## src/rtl/core/pfd_pkg.sv

```systemverilog
// shared types, constants, control store and saturation helpers for the filtered-derivative pid block
// no dependencies; used by pfd_seq, pfd_datapath and pid_filtered_derivative_top
package pfd_pkg;

	localparam int FRAC_BITS = 16;
	localparam int STEP_W    = 3;

	// reset values of the derivative filter, tau = 0.1 and ts = 0.01
	localparam int unsigned ALPHA_RST = (10 * (1 << FRAC_BITS)) / 11;
	localparam int unsigned BETA_RST  = (200 * (1 << FRAC_BITS) + 11) / 22;

	// configuration register indexes
	localparam logic [2:0] REG_KP     = 3'd0;
	localparam logic [2:0] REG_KI_TS  = 3'd1;
	localparam logic [2:0] REG_KD     = 3'd2;
	localparam logic [2:0] REG_ALPHA  = 3'd3;
	localparam logic [2:0] REG_BETA   = 3'd4;
	localparam logic [2:0] REG_TRIM   = 3'd5;
	localparam logic [2:0] REG_SAT_HI = 3'd6;
	localparam logic [2:0] REG_SAT_LO = 3'd7;

	// limit flag codes
	localparam logic [1:0] HIT_NONE  = 2'd0;
	localparam logic [1:0] HIT_UPPER = 2'd1;
	localparam logic [1:0] HIT_LOWER = 2'd2;

	typedef enum logic [2:0] {
		MUL_NONE,
		MUL_KI_E,
		MUL_ALPHA_LD,
		MUL_BETA_DIFF,
		MUL_KP_E,
		MUL_KD_DERIV
	} mul_sel_t;

	typedef enum logic [2:0] {
		ALU_NOP,
		ALU_DIFF,
		ALU_INEW,
		ALU_DLOAD,
		ALU_DERIV,
		ALU_SUM3,
		ALU_ADD,
		ALU_FIN
	} alu_op_t;

	typedef struct packed {
		mul_sel_t mul;
		alu_op_t  alu;
		logic     wait_out;
		logic     last;
	} ucode_t;

	typedef struct packed {
		logic     go;
		mul_sel_t mul;
		alu_op_t  alu;
		logic     last;
	} ctrl_t;

	typedef struct packed {
		logic signed [31:0] kp;
		logic signed [31:0] ki_ts;
		logic signed [31:0] kd;
		logic [16:0]        alpha;
		logic [30:0]        beta;
		logic signed [31:0] trim;
		logic signed [31:0] sat_upper;
		logic signed [31:0] sat_lower;
	} cfg_t;

	// control store: one word per step
	function automatic ucode_t ucode_rom(input logic [STEP_W-1:0] step);
		ucode_t w;
		begin
			w = '{mul: MUL_NONE, alu: ALU_NOP, wait_out: 1'b0, last: 1'b1};
			case (step)
				3'd0: w = '{mul: MUL_KI_E,      alu: ALU_DIFF,  wait_out: 1'b0, last: 1'b0};
				3'd1: w = '{mul: MUL_ALPHA_LD,  alu: ALU_INEW,  wait_out: 1'b0, last: 1'b0};
				3'd2: w = '{mul: MUL_BETA_DIFF, alu: ALU_DLOAD, wait_out: 1'b0, last: 1'b0};
				3'd3: w = '{mul: MUL_KP_E,      alu: ALU_DERIV, wait_out: 1'b0, last: 1'b0};
				3'd4: w = '{mul: MUL_KD_DERIV,  alu: ALU_SUM3,  wait_out: 1'b0, last: 1'b0};
				3'd5: w = '{mul: MUL_NONE,      alu: ALU_ADD,   wait_out: 1'b0, last: 1'b0};
				3'd6: w = '{mul: MUL_NONE,      alu: ALU_FIN,   wait_out: 1'b1, last: 1'b1};
				default: w = '{mul: MUL_NONE,   alu: ALU_NOP,   wait_out: 1'b0, last: 1'b1};
			endcase
			return w;
		end
	endfunction

	// saturate a 35-bit signed sum to 32 bits
	function automatic logic signed [31:0] sat35(input logic signed [34:0] v);
		logic signed [34:0] hi;
		logic signed [34:0] lo;
		begin
			hi = 35'sh0_7FFF_FFFF;
			lo = -35'sh0_8000_0000;
			if (v > hi)
				return 32'sh7FFF_FFFF;
			else if (v < lo)
				return 32'sh8000_0000;
			else
				return v[31:0];
		end
	endfunction

	// floor shift of the full product, then saturate to 32 bits
	function automatic logic signed [31:0] sat_prod(input logic signed [64:0] p);
		logic signed [64:0] sh;
		logic signed [64:0] hi;
		logic signed [64:0] lo;
		begin
			sh = p >>> FRAC_BITS;
			hi = 65'sd2147483647;
			lo = -65'sd2147483648;
			if (sh > hi)
				return 32'sh7FFF_FFFF;
			else if (sh < lo)
				return 32'sh8000_0000;
			else
				return sh[31:0];
		end
	endfunction

endpackage

```

## src/rtl/core/pid_filtered_derivative_top.sv

```systemverilog
// top level of the pid controller with filtered derivative and anti-windup
// depends on pfd_pkg, pfd_seq and pfd_datapath
//
// usage:
//   s_* channel: one error sample per transfer; s_tdata[31:0] is the signed
//   fixed-point error, s_tuser[0] zeroes integral and history first
//   m_* channel: one result per input; m_tdata[31:0] is the clamped output,
//   m_tuser[1:0] flags the clamp (0 none, 1 upper, 2 lower)
//   cfg_we/cfg_index/cfg_wdata: register writes, taken on any edge with
//   cfg_we high; only write while no sample is in flight
// timing:
//   a sample takes one accept cycle plus seven microcode steps through a
//   single shared 33x32 multiplier, so m_tvalid rises 7 cycles after the
//   input transfer and a new sample is taken every 8 cycles
// reset:
//   arst_n clears the state, loads the register defaults and empties the
//   result register
// back-pressure:
//   the result sits in the output register until taken; the last step holds
//   while that register is full, and the input side stays closed meanwhile
module pid_filtered_derivative_top (
	input  logic        clk,
	input  logic        arst_n,
	// input stream
	input  logic        s_tvalid,
	output logic        s_tready,
	input  logic [31:0] s_tdata,  // [31:0] error_in
	input  logic [0:0]  s_tuser,  // [0] clear_state
	// output stream
	output logic        m_tvalid,
	input  logic        m_tready,
	output logic [31:0] m_tdata,  // [31:0] control_out
	output logic [1:0]  m_tuser,  // [1:0] limit_hit
	// configuration write port
	input  logic        cfg_we,
	input  logic [2:0]  cfg_index,
	input  logic [31:0] cfg_wdata
);

	pfd_pkg::cfg_t  cfg_q;
	pfd_pkg::ctrl_t ctrl;

	logic               busy;
	logic               accept;
	logic               out_free;
	logic               m_tvalid_q;
	logic signed [31:0] ctl_q;
	logic [1:0]         hit_q;
	logic signed [31:0] res_ctl;
	logic [1:0]         res_hit;

	// take a sample only while the sequencer is idle
	assign s_tready = ~busy;
	assign accept   = s_tvalid & s_tready;
	// result register can take a new value this cycle
	assign out_free = ~m_tvalid_q | m_tready;

	// configuration registers
	always_ff @(posedge clk or negedge arst_n) begin
		if (!arst_n) begin
			cfg_q.kp        <= '0;
			cfg_q.ki_ts     <= '0;
			cfg_q.kd        <= '0;
			cfg_q.alpha     <= 17'(pfd_pkg::ALPHA_RST);
			cfg_q.beta      <= 31'(pfd_pkg::BETA_RST);
			cfg_q.trim      <= '0;
			cfg_q.sat_upper <= 32'sh7FFF_FFFF;
			cfg_q.sat_lower <= 32'sh8000_0000;
		end else if (cfg_we) begin
			case (cfg_index)
				pfd_pkg::REG_KP:     cfg_q.kp        <= cfg_wdata;
				pfd_pkg::REG_KI_TS:  cfg_q.ki_ts     <= cfg_wdata;
				pfd_pkg::REG_KD:     cfg_q.kd        <= cfg_wdata;
				pfd_pkg::REG_ALPHA:  cfg_q.alpha     <= cfg_wdata[16:0];
				pfd_pkg::REG_BETA:   cfg_q.beta      <= cfg_wdata[30:0];
				pfd_pkg::REG_TRIM:   cfg_q.trim      <= cfg_wdata;
				pfd_pkg::REG_SAT_HI: cfg_q.sat_upper <= cfg_wdata;
				pfd_pkg::REG_SAT_LO: cfg_q.sat_lower <= cfg_wdata;
				default: ;
			endcase
		end
	end

	// step counter and control store
	pfd_seq u_seq (
		.clk      (clk),
		.arst_n   (arst_n),
		.start    (accept),
		.out_free (out_free),
		.busy     (busy),
		.ctrl     (ctrl)
	);

	// arithmetic and controller state
	pfd_datapath u_dp (
		.clk         (clk),
		.arst_n      (arst_n),
		.load        (accept),
		.error_in    (s_tdata),
		.clear_state (s_tuser[0]),
		.cfg         (cfg_q),
		.ctrl        (ctrl),
		.res_ctl     (res_ctl),
		.res_hit     (res_hit)
	);

	// result register: valid flag
	always_ff @(posedge clk or negedge arst_n) begin
		if (!arst_n)
			m_tvalid_q <= 1'b0;
		else if (ctrl.go && ctrl.last)
			m_tvalid_q <= 1'b1;
		else if (m_tready)
			m_tvalid_q <= 1'b0;
	end

	// result register: payload, loaded on the final step
	always_ff @(posedge clk) begin
		if (ctrl.go && ctrl.last) begin
			ctl_q <= res_ctl;
			hit_q <= res_hit;
		end
	end

	assign m_tvalid = m_tvalid_q;
	assign m_tdata  = ctl_q;
	assign m_tuser  = hit_q;

endmodule

```

## src/rtl/core/pfd_seq.sv

```systemverilog
// microcode sequencer: step counter, control store lookup and wait-on-output jump
// depends on pfd_pkg
module pfd_seq (
	input  logic           clk,
	input  logic           arst_n,
	input  logic           start,
	input  logic           out_free,
	output logic           busy,
	output pfd_pkg::ctrl_t ctrl
);

	logic                       busy_q;
	logic [pfd_pkg::STEP_W-1:0] step_q;
	pfd_pkg::ucode_t            word;
	logic                       stall;

	assign word  = pfd_pkg::ucode_rom(step_q);
	// conditional jump to self while the result register is still held
	assign stall = word.wait_out & ~out_free;
	assign busy  = busy_q;

	assign ctrl.go   = busy_q & ~stall;
	assign ctrl.mul  = word.mul;
	assign ctrl.alu  = word.alu;
	assign ctrl.last = word.last;

	always_ff @(posedge clk or negedge arst_n) begin
		if (!arst_n) begin
			busy_q <= 1'b0;
			step_q <= '0;
		end else if (!busy_q) begin
			if (start) begin
				busy_q <= 1'b1;
				step_q <= '0;
			end
		end else if (!stall) begin
			if (word.last)
				busy_q <= 1'b0;
			else
				step_q <= step_q + 1'b1;
		end
	end

endmodule

```

## src/rtl/core/pfd_datapath.sv

```systemverilog
// datapath: shared multiplier, saturating adder, controller state and output clamp
// depends on pfd_pkg; driven by control words from pfd_seq
module pfd_datapath (
	input  logic               clk,
	input  logic               arst_n,
	input  logic               load,
	input  logic signed [31:0] error_in,
	input  logic               clear_state,
	input  pfd_pkg::cfg_t      cfg,
	input  pfd_pkg::ctrl_t     ctrl,
	output logic signed [31:0] res_ctl,
	output logic [1:0]         res_hit
);

	logic signed [31:0] integral_q, last_error_q, last_deriv_q;
	logic signed [31:0] e_q, diff_q, inew_q, deriv_q;
	logic signed [34:0] acc_q;
	logic signed [64:0] prod_q;

	logic signed [32:0] mul_a;
	logic signed [31:0] mul_b;
	logic signed [64:0] mul_p;
	logic signed [31:0] fm;
	logic signed [31:0] ctl0, ctl1;

	always_comb begin
		mul_a = '0;
		mul_b = '0;
		case (ctrl.mul)
			pfd_pkg::MUL_KI_E: begin
				mul_a = {cfg.ki_ts[31], cfg.ki_ts};
				mul_b = e_q;
			end
			pfd_pkg::MUL_ALPHA_LD: begin
				mul_a = {16'b0, cfg.alpha};
				mul_b = last_deriv_q;
			end
			pfd_pkg::MUL_BETA_DIFF: begin
				mul_a = {2'b0, cfg.beta};
				mul_b = diff_q;
			end
			pfd_pkg::MUL_KP_E: begin
				mul_a = {cfg.kp[31], cfg.kp};
				mul_b = e_q;
			end
			pfd_pkg::MUL_KD_DERIV: begin
				mul_a = {cfg.kd[31], cfg.kd};
				mul_b = deriv_q;
			end
			default: begin
				mul_a = '0;
				mul_b = '0;
			end
		endcase
	end

	assign mul_p = mul_a * mul_b;
	assign fm    = pfd_pkg::sat_prod(prod_q);

	// output clamp; lower limit checked last so it wins on crossed limits
	always_comb begin
		ctl0    = pfd_pkg::sat35(acc_q);
		ctl1    = ctl0;
		res_hit = pfd_pkg::HIT_NONE;
		if (ctl0 > cfg.sat_upper) begin
			ctl1    = cfg.sat_upper;
			res_hit = pfd_pkg::HIT_UPPER;
		end
		res_ctl = ctl1;
		if (ctl1 < cfg.sat_lower) begin
			res_ctl = cfg.sat_lower;
			res_hit = pfd_pkg::HIT_LOWER;
		end
	end

	// controller state
	always_ff @(posedge clk or negedge arst_n) begin
		if (!arst_n) begin
			integral_q   <= '0;
			last_error_q <= '0;
			last_deriv_q <= '0;
		end else if (load) begin
			if (clear_state) begin
				integral_q   <= '0;
				last_error_q <= '0;
				last_deriv_q <= '0;
			end
		end else if (ctrl.go && ctrl.alu == pfd_pkg::ALU_FIN) begin
			if (res_hit == pfd_pkg::HIT_NONE)
				integral_q <= inew_q;
			last_error_q <= e_q;
			last_deriv_q <= deriv_q;
		end
	end

	// working registers
	always_ff @(posedge clk) begin
		if (load)
			e_q <= error_in;
		if (ctrl.go) begin
			if (ctrl.mul != pfd_pkg::MUL_NONE)
				prod_q <= mul_p;
			case (ctrl.alu)
				pfd_pkg::ALU_DIFF:
					diff_q <= pfd_pkg::sat35(35'(e_q) - 35'(last_error_q));
				pfd_pkg::ALU_INEW:
					inew_q <= pfd_pkg::sat35(35'(integral_q) + 35'(fm));
				pfd_pkg::ALU_DLOAD:
					acc_q <= 35'(fm);
				pfd_pkg::ALU_DERIV:
					deriv_q <= pfd_pkg::sat35(acc_q + 35'(fm));
				pfd_pkg::ALU_SUM3:
					acc_q <= 35'(fm) + 35'(inew_q) + 35'(cfg.trim);
				pfd_pkg::ALU_ADD:
					acc_q <= acc_q + 35'(fm);
				default: ;
			endcase
		end
	end

endmodule
```

## config.mk

```make
export PLATFORM = sky130hd
export DESIGN_NAME = pid_filtered_derivative_top
export DESIGN_NICKNAME = d
export VERILOG_FILES = /design/src/rtl/core/pfd_pkg.sv /design/src/rtl/core/pid_filtered_derivative_top.sv /design/src/rtl/core/pfd_seq.sv /design/src/rtl/core/pfd_datapath.sv
export SDC_FILE = /design/constraint.sdc
export NUM_CORES = 2
export LEC_CHECK = 0
export ABC_AREA = 1
export BUFFER_PORTS_ARGS = -buffer_cell sky130_fd_sc_hd__buf_2
export CORE_ASPECT_RATIO = 1.4
export CORE_MARGIN = 2
export CORE_UTILIZATION = 35
export DETAILED_ROUTE_END_ITERATION = 16
export GPL_ROUTABILITY_DRIVEN = 0
export PLACE_DENSITY_LB_ADDON = 0.08
export SLEW_MARGIN = 30
export SYNTH_ARGS = -nofsm -noshare
export SYNTH_HDL_FRONTEND = slang
export SYNTH_SLANG_ARGS = --single-unit
```

## constraint.sdc

```tcl
create_clock -name clk -period 12.7 [get_ports clk]
set_input_delay 1.905 -clock clk [delete_from_list [all_inputs] [get_ports clk]]
set_output_delay 1.905 -clock clk [all_outputs]
set_load 0.01 [all_outputs]
```

==> impl_metrics.env <==
export IMPL_status="finished, final reports clean"
export IMPL_start_util_pct=35.19
export IMPL_post_cts_setup_buffers=0
export IMPL_setup_violations=0
export IMPL_grt_pass1_vias=61659
export IMPL_dieArea_um2=204200
export IMPL_vias=56464
export IMPL_clk_latency_ns=0.66
export IMPL_post_cts_resized=0
export IMPL_cp_arrival_ns=11.59
export IMPL_synthArstFlopShare_pct=58.09
export IMPL_max_stage_delay_ns=0.78
export IMPL_dp_hpwl_um=233200
export IMPL_grt_first_pass_wirelength_um=422500
export IMPL_track_usage_pct=28.66
export IMPL_first_pass_iters=6
export IMPL_synthesis_area_um2=70210
export IMPL_timing_setup_tns_ns=0
export IMPL_critPathLaunchType="flop"
export IMPL_rsz0062_at_grt="no"
export IMPL_maxCapViolations=0
export IMPL_cp_data_required_time_ns=13.12
export IMPL_cts_root_buf="clkbuf_16"
export IMPL_synthDistinctLibCells=61
export IMPL_synth_warnings=0
export IMPL_clock_fmax_mhz=89.50
export IMPL_antenna_left=0
export IMPL_critPathKind="reg -> reg"
export IMPL_synth_fp_nets=9913
export IMPL_hold_class="reg -> reg"
export IMPL_synth_seq_cells=587
export IMPL_clock_path_buffers=3
export IMPL_drc_errors=0
export IMPL_synth_cells_most_frequent="inv_1 (1,914), nand2_1 (1,690), fa_1 (1,125)"
export IMPL_htree_levels=3
export IMPL_numCtsBuffers=66
export IMPL_cpMaxStageDelayCell="fa_1"
export IMPL_synth_area_leader_cell="fa_1"
export IMPL_wl_per_cell_um=26.13
export IMPL_cts_tree="built"
export IMPL_avgSynthCellArea_um2=8.422
export IMPL_grt_max_degree=145
export IMPL_ios=109
export IMPL_synth_area_top_cells="fa_1 (32%), edfxtp_1 (11%), dfrtp_1 (10%)"
export IMPL_design_core_area_um2=199500
export IMPL_antenna_found_initial=10
export IMPL_synth_cells=8336
export IMPL_rows=194
export IMPL_synth_top_area_share_pct=32.08
export IMPL_ys_flop_type="dfrtp_1"
export IMPL_fin_crit_ns=11.17
export IMPL_tightestPinTransition_ns=1.079
export IMPL_synth_edf_count=246
export IMPL_final_nets=9938
export IMPL_grt_overflow=0
export IMPL_clock_sinks=587
export IMPL_hold_viol=0
export IMPL_clk_pin_slew_worst_paths_ns=0.07
export IMPL_yosysMostFrequentCell="inv_1"
export IMPL_drive_above_1_share_pct=6.668
export IMPL_crit_path_end_kind="flop"
export IMPL_routed_wl_um=289100
export IMPL_finalMaxSlewViolations=0
export IMPL_syn2layout_area_growth_pct=9.232
export IMPL_die_y_um=533.9
export IMPL_hold_buffers=0
export IMPL_relSlewSlack_pct=27.85
export IMPL_finalCritPeriodShare_pct=87.98
export IMPL_cp_max_fo=33
export IMPL_drtIter0Drc=3821
export IMPL_dieWidth_um=382.5
export IMPL_seq_area_frac_synth_pct=22.77
export IMPL_vias_per_cell=5.104
export IMPL_finalClockSkew_ns=0.03761
export IMPL_whs_ns=0.4835
export IMPL_numPortBuffers=108
[kinds of logic after synthesis]
kind of cell               after synthesis  share of synthesized area, %
adders and majority gates             1504                         38.83
AOI/OAI and AO/OA                     1135                         9.146
xor gates and xnor gates               138                         1.722
buffers and inverters                 2276                         12.33
and+or+nand+nor                       2696                         15.21
DFF                                    587                         22.77
[state kept, by name, indices dropped and copies added (netlist names), 2 cells and up]
name and flops:
cfg_q 240, u_dp.inew_q 32, u_seq.step_q 3, u_dp.last_error_q 32, u_dp.e_q 32, u_dp.prod_q 49, u_dp.diff_q 32, u_dp.integral_q 32
u_dp.deriv_q 32, m_tuser 2, u_dp.last_deriv_q 32, u_dp.acc_q 35, m_tdata 32
[layer usage]
layer	GRT usage (%)	share of wire [%]	wire length, µm	vias to the layer above
met2	53.54	53	152300	1640
met5	0	0.010	29	-
met4	19.16	8.2	23580	4
li1	-	-	-	25322
met3	2.822	3.8	11020	681
met1	30.28	35	102200	28817
[metrics by stage]
step                      worst slack, ns  instance area, µm²  utilization (%)  cells
after detailed placement            1.344               74470            37.32  10938
after global routing               0.7902               76680            38.43  11060
final                               1.527               76690            38.44  11063
after floorplan                     3.629               70210                -   8336
after CTS                           1.350               76660            38.42  11058
after global placement              1.059               74350            37.26  10934
[area by class of cell]
type,count,area (µm²)
antenna,4,10.01
clock buffer,87,1874
clock inverter,33,316.6
fill,20806,122800
inverter,1956,7343
multi-input combinational,5473,45940
sequential,587,15980
tap,2646,3311
timing repair buffer,277,1909
[cells in the final DEF (no fill, tap or decap), types with 9 or more instances in the layout]
cell type / count
a21oi_1: 290
inv_1: 1908
inv_2: 37
o22ai_1: 65
edfxtp_1: 246
xnor2_1: 54
dfstp_2: 50
ha_1: 379
o21a_1: 53
nand4_1: 69
a22oi_1: 15
o21ai_1: 42
a221oi_1: 10
nor2_1: 719
clkinv_2: 14
clkbuf_1: 10
buf_4: 160
nor4_1: 15
nand3_1: 116
nand2_1: 1681
nor3_1: 30
o21ai_0: 510
nand2_2: 13
buf_2: 107
fa_1: 1125
a31oi_1: 47
a21o_1: 9
clkinv_1: 15
xor2_1: 83
a22o_1: 14
nor3_2: 17
clkbuf_16: 69
dfrtp_1: 291
[critical path: cells and delay by family (launching register included)]
| family | cells | cell delay [ns] |
|---|---|---|
| flip-flops | 1 | 0.46 |
| buffers and inverters | 11 | 2.48 |
| AND/OR/NAND/NOR | 10 | 1.94 |
| adder cells (fa/ha/maj) | 10 | 5.02 |
| AO/OA/AOI/OAI | 5 | 0.99 |
[path summary, 6_finish.rpt]
check,start,endpoint,slack [ns],cells past startpoint
worst max-delay path,u_seq.step_q[1],u_dp.prod_q[64],1.53,36
worst min-delay path,cfg_q[186],cfg_q[186],0.48,2
worst max register to register,u_seq.step_q[1],u_dp.prod_q[64],1.53,36
worst min register to register,cfg_q[186],cfg_q[186],0.48,2
max in group asynchronous,arst_n,cfg_q[6],9.38,3
min in group asynchronous,arst_n,u_dp.last_error_q[2],1.23,1
Power is not shown: default switching activity piles up to over one toggle a cycle in this logic, so the estimate is an artifact.
